## config.mk

```make
export PLATFORM = sky130hd
export DESIGN_NAME = dma_address_translation_map
export DESIGN_NICKNAME = d
export VERILOG_FILES = /design/src/hdl/datm_pkg.sv /design/src/hdl/datm_ram.sv /design/src/hdl/datm_decode.sv /design/src/hdl/dma_address_translation_map.sv
export SDC_FILE = /design/constraint.sdc
export NUM_CORES = 2
export LEC_CHECK = 0
export BUFFER_PORTS_ARGS = -buffer_cell sky130_fd_sc_hd__buf_2
export CORE_AREA = 5 5 671 607
export CTS_BUF_LIST = sky130_fd_sc_hd__clkbuf_16
export CTS_CLUSTER_DIAMETER = 200
export DETAILED_ROUTE_END_ITERATION = 8
export DIE_AREA = 0 0 676 612
export PLACE_DENSITY = 0.53
export SLEW_MARGIN = 15
export SYNTH_ARGS = -nofsm -noshare
export SYNTH_HDL_FRONTEND = slang
export SYNTH_HIERARCHICAL = 1
export SYNTH_SLANG_ARGS = --single-unit
```

## constraint.sdc

```tcl
create_clock -name clk -period 13.56 [get_ports clk]
set_input_delay 2.712 -clock clk [delete_from_list [all_inputs] [get_ports clk]]
set_output_delay 2.712 -clock clk [all_outputs]
set_load 0.01 [all_outputs]
```

## src/hdl/datm_pkg.sv

```systemverilog
// Shared types and constants for the DMA address translation map.
// No dependencies; every other file but datm_ram refers to it by scoped names.
package datm_pkg;

	localparam int unsigned PAGE_SHIFT = 10;
	localparam int unsigned PHYS_W     = 26;
	localparam int unsigned PAGE_W     = 16;
	localparam int unsigned COUNT_W    = 9;
	localparam int unsigned ADDR_W     = 32;
	// index width covering every supported table size and entry count
	localparam int unsigned IDX_W      = 11;
	localparam int unsigned RAW_W      = 7;
	localparam int unsigned REACH_BYTE = 64;
	localparam int unsigned REACH_WORD = 128;
	localparam int unsigned IN_DATA_W  = 48;
	localparam int unsigned IN_USER_W  = 3;
	localparam int unsigned OUT_DATA_W = 48;

	typedef enum logic [1:0] {
		MODE_READ      = 2'd0,
		MODE_WRITE     = 2'd1,
		MODE_TRANSLATE = 2'd2
	} mode_t;

	typedef enum logic {
		ST_CLEAR = 1'b0,
		ST_RUN   = 1'b1
	} state_t;

	// table lookup request produced by the address decoder
	typedef struct packed {
		logic [IDX_W-1:0] idx;
		logic             oob;
		logic             hit;
		logic             region;
	} req_t;

endpackage

```

## src/hdl/datm_ram.sv

```systemverilog
// Generic single-port RAM with registered read data.
// No dependencies.
module datm_ram #(
	parameter int unsigned WIDTH = 16,
	parameter int unsigned DEPTH = 256
) (
	input  logic                     clk,
	input  logic                     en,
	input  logic                     we,
	input  logic [$clog2(DEPTH)-1:0] addr,
	input  logic [WIDTH-1:0]         wdata,
	output logic [WIDTH-1:0]         rdata
);

	logic [WIDTH-1:0] mem_q [DEPTH];
	logic [WIDTH-1:0] rdata_q;

	always_ff @(posedge clk) begin
		if (en) begin
			if (we) begin
				mem_q[addr] <= wdata;
			end
			rdata_q <= mem_q[addr];
		end
	end

	assign rdata = rdata_q;

endmodule

```

## src/hdl/datm_decode.sv

```systemverilog
// Address decoder: table index for programmed and translate accesses, plus
// the entry-hit and region flags. Depends on datm_pkg.
module datm_decode #(
	parameter int unsigned DEFAULT_ENTRIES = 128,
	parameter int unsigned MAX_ENTRIES     = 256,
	parameter int unsigned WINDOW_FIRST    = 0,
	parameter int unsigned MAP_BASE        = 0,
	parameter int unsigned MAP_LIMIT       = 255
) (
	input  datm_pkg::mode_t                   mode,
	input  logic [datm_pkg::ADDR_W-1:0]       address,
	input  logic                              word_transfer,
	input  logic [datm_pkg::COUNT_W-1:0]      entry_count,
	output datm_pkg::req_t                    req
);

	localparam logic [datm_pkg::ADDR_W-1:0] BASE  = datm_pkg::ADDR_W'(MAP_BASE);
	localparam logic [datm_pkg::ADDR_W-1:0] LIMIT = datm_pkg::ADDR_W'(MAP_LIMIT);
	localparam logic [datm_pkg::IDX_W-1:0] DEF_MASK =
		datm_pkg::IDX_W'(DEFAULT_ENTRIES - 1);
	localparam logic [datm_pkg::IDX_W-1:0] WIN = datm_pkg::IDX_W'(WINDOW_FIRST);
	localparam logic [datm_pkg::RAW_W-1:0] MASK_BYTE =
		datm_pkg::RAW_W'(datm_pkg::REACH_BYTE - 1);
	localparam logic [datm_pkg::RAW_W-1:0] MASK_WORD =
		datm_pkg::RAW_W'(datm_pkg::REACH_WORD - 1);

	logic [datm_pkg::ADDR_W-1:0] off;
	logic [datm_pkg::IDX_W-1:0]  n;
	logic [datm_pkg::IDX_W-1:0]  pidx;
	logic [datm_pkg::RAW_W-1:0]  raw;
	logic [datm_pkg::IDX_W-1:0]  tidx;
	logic [datm_pkg::ADDR_W-1:0] span;
	logic                        above_base;

	always_comb begin
		off  = address - BASE;
		n    = (entry_count == '0) ? datm_pkg::IDX_W'(DEFAULT_ENTRIES)
		                           : datm_pkg::IDX_W'(entry_count);
		pidx = off[datm_pkg::IDX_W:1] & (n - datm_pkg::IDX_W'(1));

		raw  = address[datm_pkg::PAGE_SHIFT +: datm_pkg::RAW_W] &
		       (word_transfer ? MASK_WORD : MASK_BYTE);
		tidx = (WIN + datm_pkg::IDX_W'(raw)) & DEF_MASK;

		req.idx = (mode == datm_pkg::MODE_TRANSLATE) ? tidx : pidx;
		req.oob = (32'(req.idx) >= MAX_ENTRIES);

		// stored count taken as it is: a count of zero never hits
		span       = datm_pkg::ADDR_W'({entry_count, 1'b0});
		above_base = (address >= BASE);
		req.hit    = above_base && (off < span);
		req.region = above_base && (address <= LIMIT);
	end

endmodule

```

## src/hdl/dma_address_translation_map.sv

```systemverilog
// DMA address translation map: page table with programmed access and DMA translate.
// An accepted s_ transaction passes the table read stage and the output register
// on its way to m_tvalid; one transaction per cycle sustained while m_tready is
// high, set by the single RAM port shared by reads and writes. Reset: entry_count
// returns to DEFAULT_ENTRIES, then a clearing pass zeroes the table with s_tready
// low (cfg writes still taken). Depends on datm_pkg, datm_decode and datm_ram.
module dma_address_translation_map #(
	parameter int unsigned DEFAULT_ENTRIES = 128,
	parameter int unsigned MAX_ENTRIES     = 256,
	parameter int unsigned WINDOW_FIRST    = 0,
	parameter int unsigned MAP_BASE        = 0,
	parameter int unsigned MAP_LIMIT       = 255
) (
	input  logic                               clk,
	input  logic                               arst_n,
	// input stream
	input  logic                               s_tvalid,
	output logic                               s_tready,
	// [31:0] address, [47:32] write_value
	input  logic [datm_pkg::IN_DATA_W-1:0]     s_tdata,
	// [1:0] mode, [2] word_transfer
	input  logic [datm_pkg::IN_USER_W-1:0]     s_tuser,
	// result stream
	output logic                               m_tvalid,
	input  logic                               m_tready,
	// [15:0] read_data, [41:16] physical_address, [42] hits_entry,
	// [43] within_region, [47:44] zero
	output logic [datm_pkg::OUT_DATA_W-1:0]    m_tdata,
	// entry_count register write
	input  logic                               cfg_valid,
	output logic                               cfg_ready,
	input  logic [datm_pkg::COUNT_W-1:0]       cfg_data
);

	localparam int unsigned AW = $clog2(MAX_ENTRIES);
	localparam logic [AW-1:0] CLR_LAST = AW'(MAX_ENTRIES - 1);

	// unpack the input transaction
	datm_pkg::mode_t                    in_mode;
	logic [datm_pkg::ADDR_W-1:0]        in_address;
	logic                               in_word;
	logic [datm_pkg::PAGE_W-1:0]        in_write_value;
	logic [datm_pkg::PAGE_SHIFT-1:0]    in_offset;

	assign in_mode        = datm_pkg::mode_t'(s_tuser[1:0]);
	assign in_word        = s_tuser[2];
	assign in_address     = s_tdata[31:0];
	assign in_write_value = s_tdata[47:32];
	// 16-bit transfers drop the byte-select bit of the page offset
	assign in_offset      = in_word ? {in_address[datm_pkg::PAGE_SHIFT-1:1], 1'b0}
	                                : in_address[datm_pkg::PAGE_SHIFT-1:0];

	// entry count register, saturating at the table size
	logic [datm_pkg::COUNT_W-1:0] count_q;

	assign cfg_ready = 1'b1;

	always_ff @(posedge clk or negedge arst_n) begin
		if (!arst_n) begin
			count_q <= datm_pkg::COUNT_W'(DEFAULT_ENTRIES);
		end else if (cfg_valid && cfg_ready) begin
			count_q <= (32'(cfg_data) > MAX_ENTRIES) ? datm_pkg::COUNT_W'(MAX_ENTRIES)
			                                       : cfg_data;
		end
	end

	// decode the incoming address
	datm_pkg::req_t req;

	datm_decode #(
		.DEFAULT_ENTRIES (DEFAULT_ENTRIES),
		.MAX_ENTRIES     (MAX_ENTRIES),
		.WINDOW_FIRST    (WINDOW_FIRST),
		.MAP_BASE        (MAP_BASE),
		.MAP_LIMIT       (MAP_LIMIT)
	) u_decode (
		.mode          (in_mode),
		.address       (in_address),
		.word_transfer (in_word),
		.entry_count   (count_q),
		.req           (req)
	);

	// clearing pass after reset
	datm_pkg::state_t state_q, state_d;
	logic [AW-1:0]    clr_q;
	logic             clearing;

	always_ff @(posedge clk or negedge arst_n) begin
		if (!arst_n) begin
			state_q <= datm_pkg::ST_CLEAR;
			clr_q   <= '0;
		end else begin
			state_q <= state_d;
			if (clearing) begin
				clr_q <= clr_q + AW'(1);
			end
		end
	end

	always_comb begin
		state_d  = state_q;
		clearing = 1'b0;
		unique case (state_q)
			datm_pkg::ST_CLEAR: begin
				clearing = 1'b1;
				if (clr_q == CLR_LAST) begin
					state_d = datm_pkg::ST_RUN;
				end
			end
			datm_pkg::ST_RUN: begin
				state_d = datm_pkg::ST_RUN;
			end
			default: begin
				state_d = datm_pkg::ST_CLEAR;
			end
		endcase
	end

	// pipeline handshake: s1 holds the table read, s2 is the output register
	logic valid_s1, valid_s2;
	logic out_load, accept;

	assign out_load = !valid_s2 || m_tready;
	assign s_tready = (state_q == datm_pkg::ST_RUN) && (!valid_s1 || out_load);
	assign accept   = s_tvalid && s_tready;

	// page table: one access per cycle, read data lands with stage 1
	logic                        ram_en, ram_we;
	logic [AW-1:0]               ram_addr;
	logic [datm_pkg::PAGE_W-1:0] ram_wdata, ram_rdata;

	always_comb begin
		ram_en    = clearing || accept;
		ram_we    = clearing || (accept && in_mode == datm_pkg::MODE_WRITE && !req.oob);
		ram_addr  = clearing ? clr_q : req.idx[AW-1:0];
		ram_wdata = clearing ? '0 : in_write_value;
	end

	datm_ram #(
		.WIDTH (datm_pkg::PAGE_W),
		.DEPTH (MAX_ENTRIES)
	) u_table (
		.clk   (clk),
		.en    (ram_en),
		.we    (ram_we),
		.addr  (ram_addr),
		.wdata (ram_wdata),
		.rdata (ram_rdata)
	);

	// stage 1: hold the transaction alongside the RAM read
	datm_pkg::mode_t                 mode_s1;
	logic [datm_pkg::PAGE_SHIFT-1:0] offset_s1;
	logic                            oob_s1, hit_s1, region_s1;

	always_ff @(posedge clk or negedge arst_n) begin
		if (!arst_n) begin
			valid_s1 <= 1'b0;
		end else if (accept) begin
			valid_s1 <= 1'b1;
		end else if (out_load) begin
			valid_s1 <= 1'b0;
		end
	end

	always_ff @(posedge clk) begin
		if (accept) begin
			mode_s1   <= in_mode;
			offset_s1 <= in_offset;
			oob_s1    <= req.oob;
			hit_s1    <= req.hit;
			region_s1 <= req.region;
		end
	end

	// form the result: entries beyond storage read as zero
	logic [datm_pkg::PAGE_W-1:0] page_s1;
	logic [datm_pkg::PAGE_W-1:0] rd_d;
	logic [datm_pkg::PHYS_W-1:0] pa_d;

	always_comb begin
		page_s1 = oob_s1 ? '0 : ram_rdata;
		rd_d    = '0;
		pa_d    = '0;
		unique case (mode_s1)
			datm_pkg::MODE_READ:      rd_d = page_s1;
			datm_pkg::MODE_WRITE:     rd_d = '0;
			datm_pkg::MODE_TRANSLATE: pa_d = datm_pkg::PHYS_W'({page_s1, offset_s1});
			default:                  rd_d = '0;
		endcase
	end

	// stage 2: output register, advance when empty or taken
	logic [datm_pkg::PAGE_W-1:0] rd_s2;
	logic [datm_pkg::PHYS_W-1:0] pa_s2;
	logic                        hit_s2, region_s2;

	always_ff @(posedge clk or negedge arst_n) begin
		if (!arst_n) begin
			valid_s2 <= 1'b0;
		end else if (out_load) begin
			valid_s2 <= valid_s1;
		end
	end

	always_ff @(posedge clk) begin
		if (out_load && valid_s1) begin
			rd_s2     <= rd_d;
			pa_s2     <= pa_d;
			hit_s2    <= hit_s1;
			region_s2 <= region_s1;
		end
	end

	assign m_tvalid = valid_s2;
	assign m_tdata  = {4'b0000, region_s2, hit_s2, pa_s2, rd_s2};

endmodule

```

======== Word-level counts from Yosys, hierarchy flattened ========
Memories as Yosys holds them, arrays and structs flattened. A register that Yosys moved wholly into a read port is not among the register bits.
Index checks and enable logic that the tools add are counted.
Widths: inputs -> output; s select.
storage, ports and cells
  register bits ........................... 79
  bits in writable memories ............... 4096
  bits of input ports ..................... 65
  output and inout port bits .............. 51
  logic and storage cells ................. 62
  memories kept ........................... 1
operators by class
  $add $sub $neg .......................... 2
  order comparisons ....................... 5
  eq/ne operators ......................... 4
  muxes and demuxes ....................... 15
  bitwise logic cells ..................... 3
  reductions and logical operators ........ 17
memory list
  memory         depth  bits a word  read ports  clocked after memory_dff  write ports  RTL line        RTL
  u_table.mem_q  256    16           1           1                         1            datm_ram.sv:15  logic [WIDTH-1:0] mem_q [DEPTH];
operators by type and width
  kind                   count
  $ge 32x1->1 const B    1
  $le 32x8->1 const B    1
  $lt 32x10->1           1
  $mux 16                2
  $mux 9                 2
  $and 11x11->11         1
  $ge 11x9->1 const B    1
  $mux 11                1
  $sub 11x1->11 const B  1
  $gt 9x9->1 const B     1
  $logic_not 9->1        1
  $add 8x1->8 const B    1
  $eq 8x8->1 const B     1
  $mux 8                 1
  $and 7x7->7            1
  $logic_and 1x1->1      7
  $mux 1                 7
  $mux 7                 1
  $eq 2x2->1 const B     2
  $logic_or 1x1->1       4
  $logic_not 1->1        3
  $eq 2x1->1 const B     1
  $logic_not 2->1        1
  $pmux 1 s2             1
  other kinds (2)        2

======== Longest topological paths before layout ========
  depth in word-level cells ............... 12
  mapped depth ............................ 15
  mapped depth without buffers ............ 12

======== Modules after synthesis ========
Netlist, hierarchy kept.
modules (own cells, without submodules)
  module                       times used  cells each  area each (sq um)  seq. area each (sq um)
  datm_ram                     1           6704        155241.4           123478.4
  dma_address_translation_map  1           245         3293.2             2273.4
  datm_decode                  1           92          630.6              0.0

======== Worst setup path before layout ========
No wires, ideal clock.
  path type ............................... input port to flip-flop
  from .................................... input port s_tdata[47] (netlist bit)
  to ...................................... memory u_table.mem_q[0][15], data pin
  setup time .............................. 0.868 ns
  data arrival time ....................... 5.939 ns
  data required time ...................... 12.692 ns
  path slack .............................. 6.753 ns
  cell stages on the path ................. 1
  path buffers ............................ 0
  cells stage by stage .................... and2_1
between the ends
  cells in the longest elaborated chain, start to end .. 1
RTL lines
  item             RTL line                            RTL
  start, declared  dma_address_translation_map.sv:20   input logic [datm_pkg::IN_DATA_W-1:0] s_tdata,
  $mux 16          dma_address_translation_map.sv:137  ram_wdata = clearing ? '0 : in_write_value;
  end, declared    datm_ram.sv:15
Every way passes these cells.

==> results.md <==
- P per Cell Area: 140 nW/µm²
- Max Freq: 126 MHz
- Clock Latency Late Sink: 980 ps
- Hold path start: region_s1$_DFFE_PP_
- Core area: ~400000 µm²
- Critical Path Start Type: input pin
- Gr usage total: 0.214
- Leakage: 47.7 nW
- Detailed Place HPWL: 254000 µm
- Die ar.: 414000 µm²
- Final net count: 7609
- Die Wd: 676 µm
- Worst min path class: reg2reg
- DR vias: 78354
- Clk_skew: 42.5 ps
- Routed WL: 449000 µm
- Critical path's largest stage delay: around 860 ps
- Die H: 612 µm
- Ys Warns: 6
- Launch point of the worst path: s_tuser[1]
- Finished Core Util: 0.455
- DRC: 0
- Slew Limit Headroom: 0.172
- Dpl cell area: 168000 µm²
- CP delay by family, top: buffers and inverters
- Fill count: 33273
- Initial Util: 0.398
- Largest net degree at the start of global routing: about 210
- Initial antenna violation count: 18
- Clock Sinks: 4191
- Rows: approximately 220
- Worst path buffer plus inverter count: 4
- CTS Buffer Depth: 4
- Hold buffer count at CTS: 0
- Final instance area: 182000 µm²
- Reg2Reg Setup Slack: 6730 ps
- CP Capture Type: flop
- Setup Fix Bufs, Post-CTS: 0
- Worst setup path class: in2reg
- DR pass1 iterations: 6
- Synthesized instance count: 7039
- Max IR drop VDD: around 0.13 mV
- Slowest CP cell: buf_4
- Final Cycle Share: 0.584
- Placer Congestion: 0.807
- Port bufs: 110
- CP arrival: 8620 ps
- Min cycle time layout: between 7000 and 8000 ps
- Area grow syn2layout: 14.5%
- Status: finished, final reports clean
- Final setup vio count: 0
- Clock-pin slew on the worst setup and hold paths: 60 ps
- Avg Cell Area, Syn: around 23 µm²
- Root buffer selected by CTS: clkbuf_16
- Hold Vio Cnt, Final: 0
- FF-to-FF Start: count_q[0]$_DFFE_PN0P_
- Layout cell share with drive strength beyond 1: 0.287
- Crit-path max FO: 61
- Ports: 116
- Wire per inst: around 34 µm
- CTS tree: done
- Via density: between 5 and 6
- WP data required: 14260 ps
- Post-CTS sizing: 0
- Post-Route Setup TNS: 0 ps
- Antenna viol nets, final: 0
- CP cell instances: buf_2 -> nor2b_1 -> nand2_1 -> nand2_1 -> mux2_8 -> buf_4 -> buf_4 -> buf_4 -> mux4_2 -> a22oi_1 -> a21oi_1 -> o41ai_2 -> nand4_1
- Area of the multi-input gates: 32200 µm²
- H-Tree Depth: 5
- RSZ-0062 raised after global routing: no
- CTS Buf Count: 437
- First-pass GRT wire length: 626000 µm
- Global route overflow: 0
- Max-Cap Viols: 0
- Slew Limit Fails: 0
- Mapped cell area: about 160000 µm²
- Worst Tran Pin Value: ~1200 ps
- Vias in the first global route: 77818
- Initial DRC Count: between 9000 and 10000
- CP most frequent cell: buf_4
- Register area: 126000 µm²
==> through the flow <==
step	cells	hold WS (ps)	power, mW	setup WS, ps
after floorplan	7042	400	14.3	6750
after global placement	12439	418	14.3	4130
after detailed placement	12444	411	14.3	4630
after CTS	13242	425	25.8	5720
after global routing	13246	439	26.3	5470
final	13258	424	25.6	5640
==> layer usage <==
| layer | track usage | vias up | routed length, µm |
|---|---|---|---|
| li1 | - | 31170 | - |
| met2 | 0.335 | 3413 | 211000 |
| met3 | 0.0366 | 551 | 35400 |
| met5 | 0 | - | 58 |
| met1 | 0.313 | 43212 | 191000 |
| met4 | 0.0520 | 8 | 11000 |
==> state kept, by name, summed over array words and instances, names as in the netlist <==
register       count
oob_s1             1
m_tvalid           1
valid_s1           1
offset_s1         10
hit_s2             1
rd_s2             16
state_q            1
u_table/mem_q   4096
mode_s1            2
region_s2          1
u_table/rdata     16
hit_s1             1
count_q            9
clr_q              8
pa_s2             26
region_s1          1
==> area by class of cell <==
type                            count  share of cell area
Tap cell                         5352              0.0368
Clock inverter                    353              0.0143
Clock buffer                      445              0.0611
Sequential cell                  4191               0.690
Antenna cell                       13            0.000179
Timing Repair Buffer              486              0.0202
Inverter                           17            0.000350
Multi-Input combinational cell   2401               0.177
==> worst reg2reg max path, stage by stage, from the launching register on <==
cell and delay [ps]:
dfrtp_1 490, inv_1 130, ha_1 230, nor3b_4 380, nand3_1 210, a21oi_1 280
a21o_1 160, mux2_8 540, buf_12 580, buf_4 1020, mux4_2 690, a22oi_1 290
a21oi_1 320, o41ai_2 1060, nand4_1 170
==> power breakdown <==
part,switching (mW),internal (mW)
sequential,0.00518,14.0
clock,4.94,6.59
combinational,0.0251,0.0189
==> path summary, 6_finish.rpt <==
| path | end | cells past startpoint |
|---|---|---|
| setup / recovery | u_table/rdata[3]$_DFFE_PP_ | 13 |
| min in group asynchronous | valid_s1$_DFFE_PN0P_ | 1 |
| setup reg to reg | u_table/rdata[10]$_DFFE_PP_ | 14 |
| hold reg to reg | region_s2$_DFFE_PP_ | 0 |
| hold / removal | region_s2$_DFFE_PP_ | 0 |
| max in group asynchronous | count_q[7]$_DFFE_PN1P_ | 1 |
==> placed cells by master (no fill, tap or decap), types with 10 or more instances in the layout <==
cell and count:
a21oi_1 262, a22oi_1 512, and2_1 12, and2_4 17
buf_12 18, buf_2 110, buf_4 350, bufinv_16 35
clkbuf_16 445, clkinv_1 120, clkinv_2 75, clkinvlp_4 15
dfrtp_1 19, diode_2 13, edfxtp_1 4171, ha_1 10
inv_1 103, mux4_2 1024, nand2_1 36, nand2_2 16
nand2b_1 23, nand3b_1 10, nand4_1 17, nor2_1 236
nor2_2 55, o21ai_0 12, o41ai_1 28, o41ai_2 27
(Power assumes the default switching activity.)
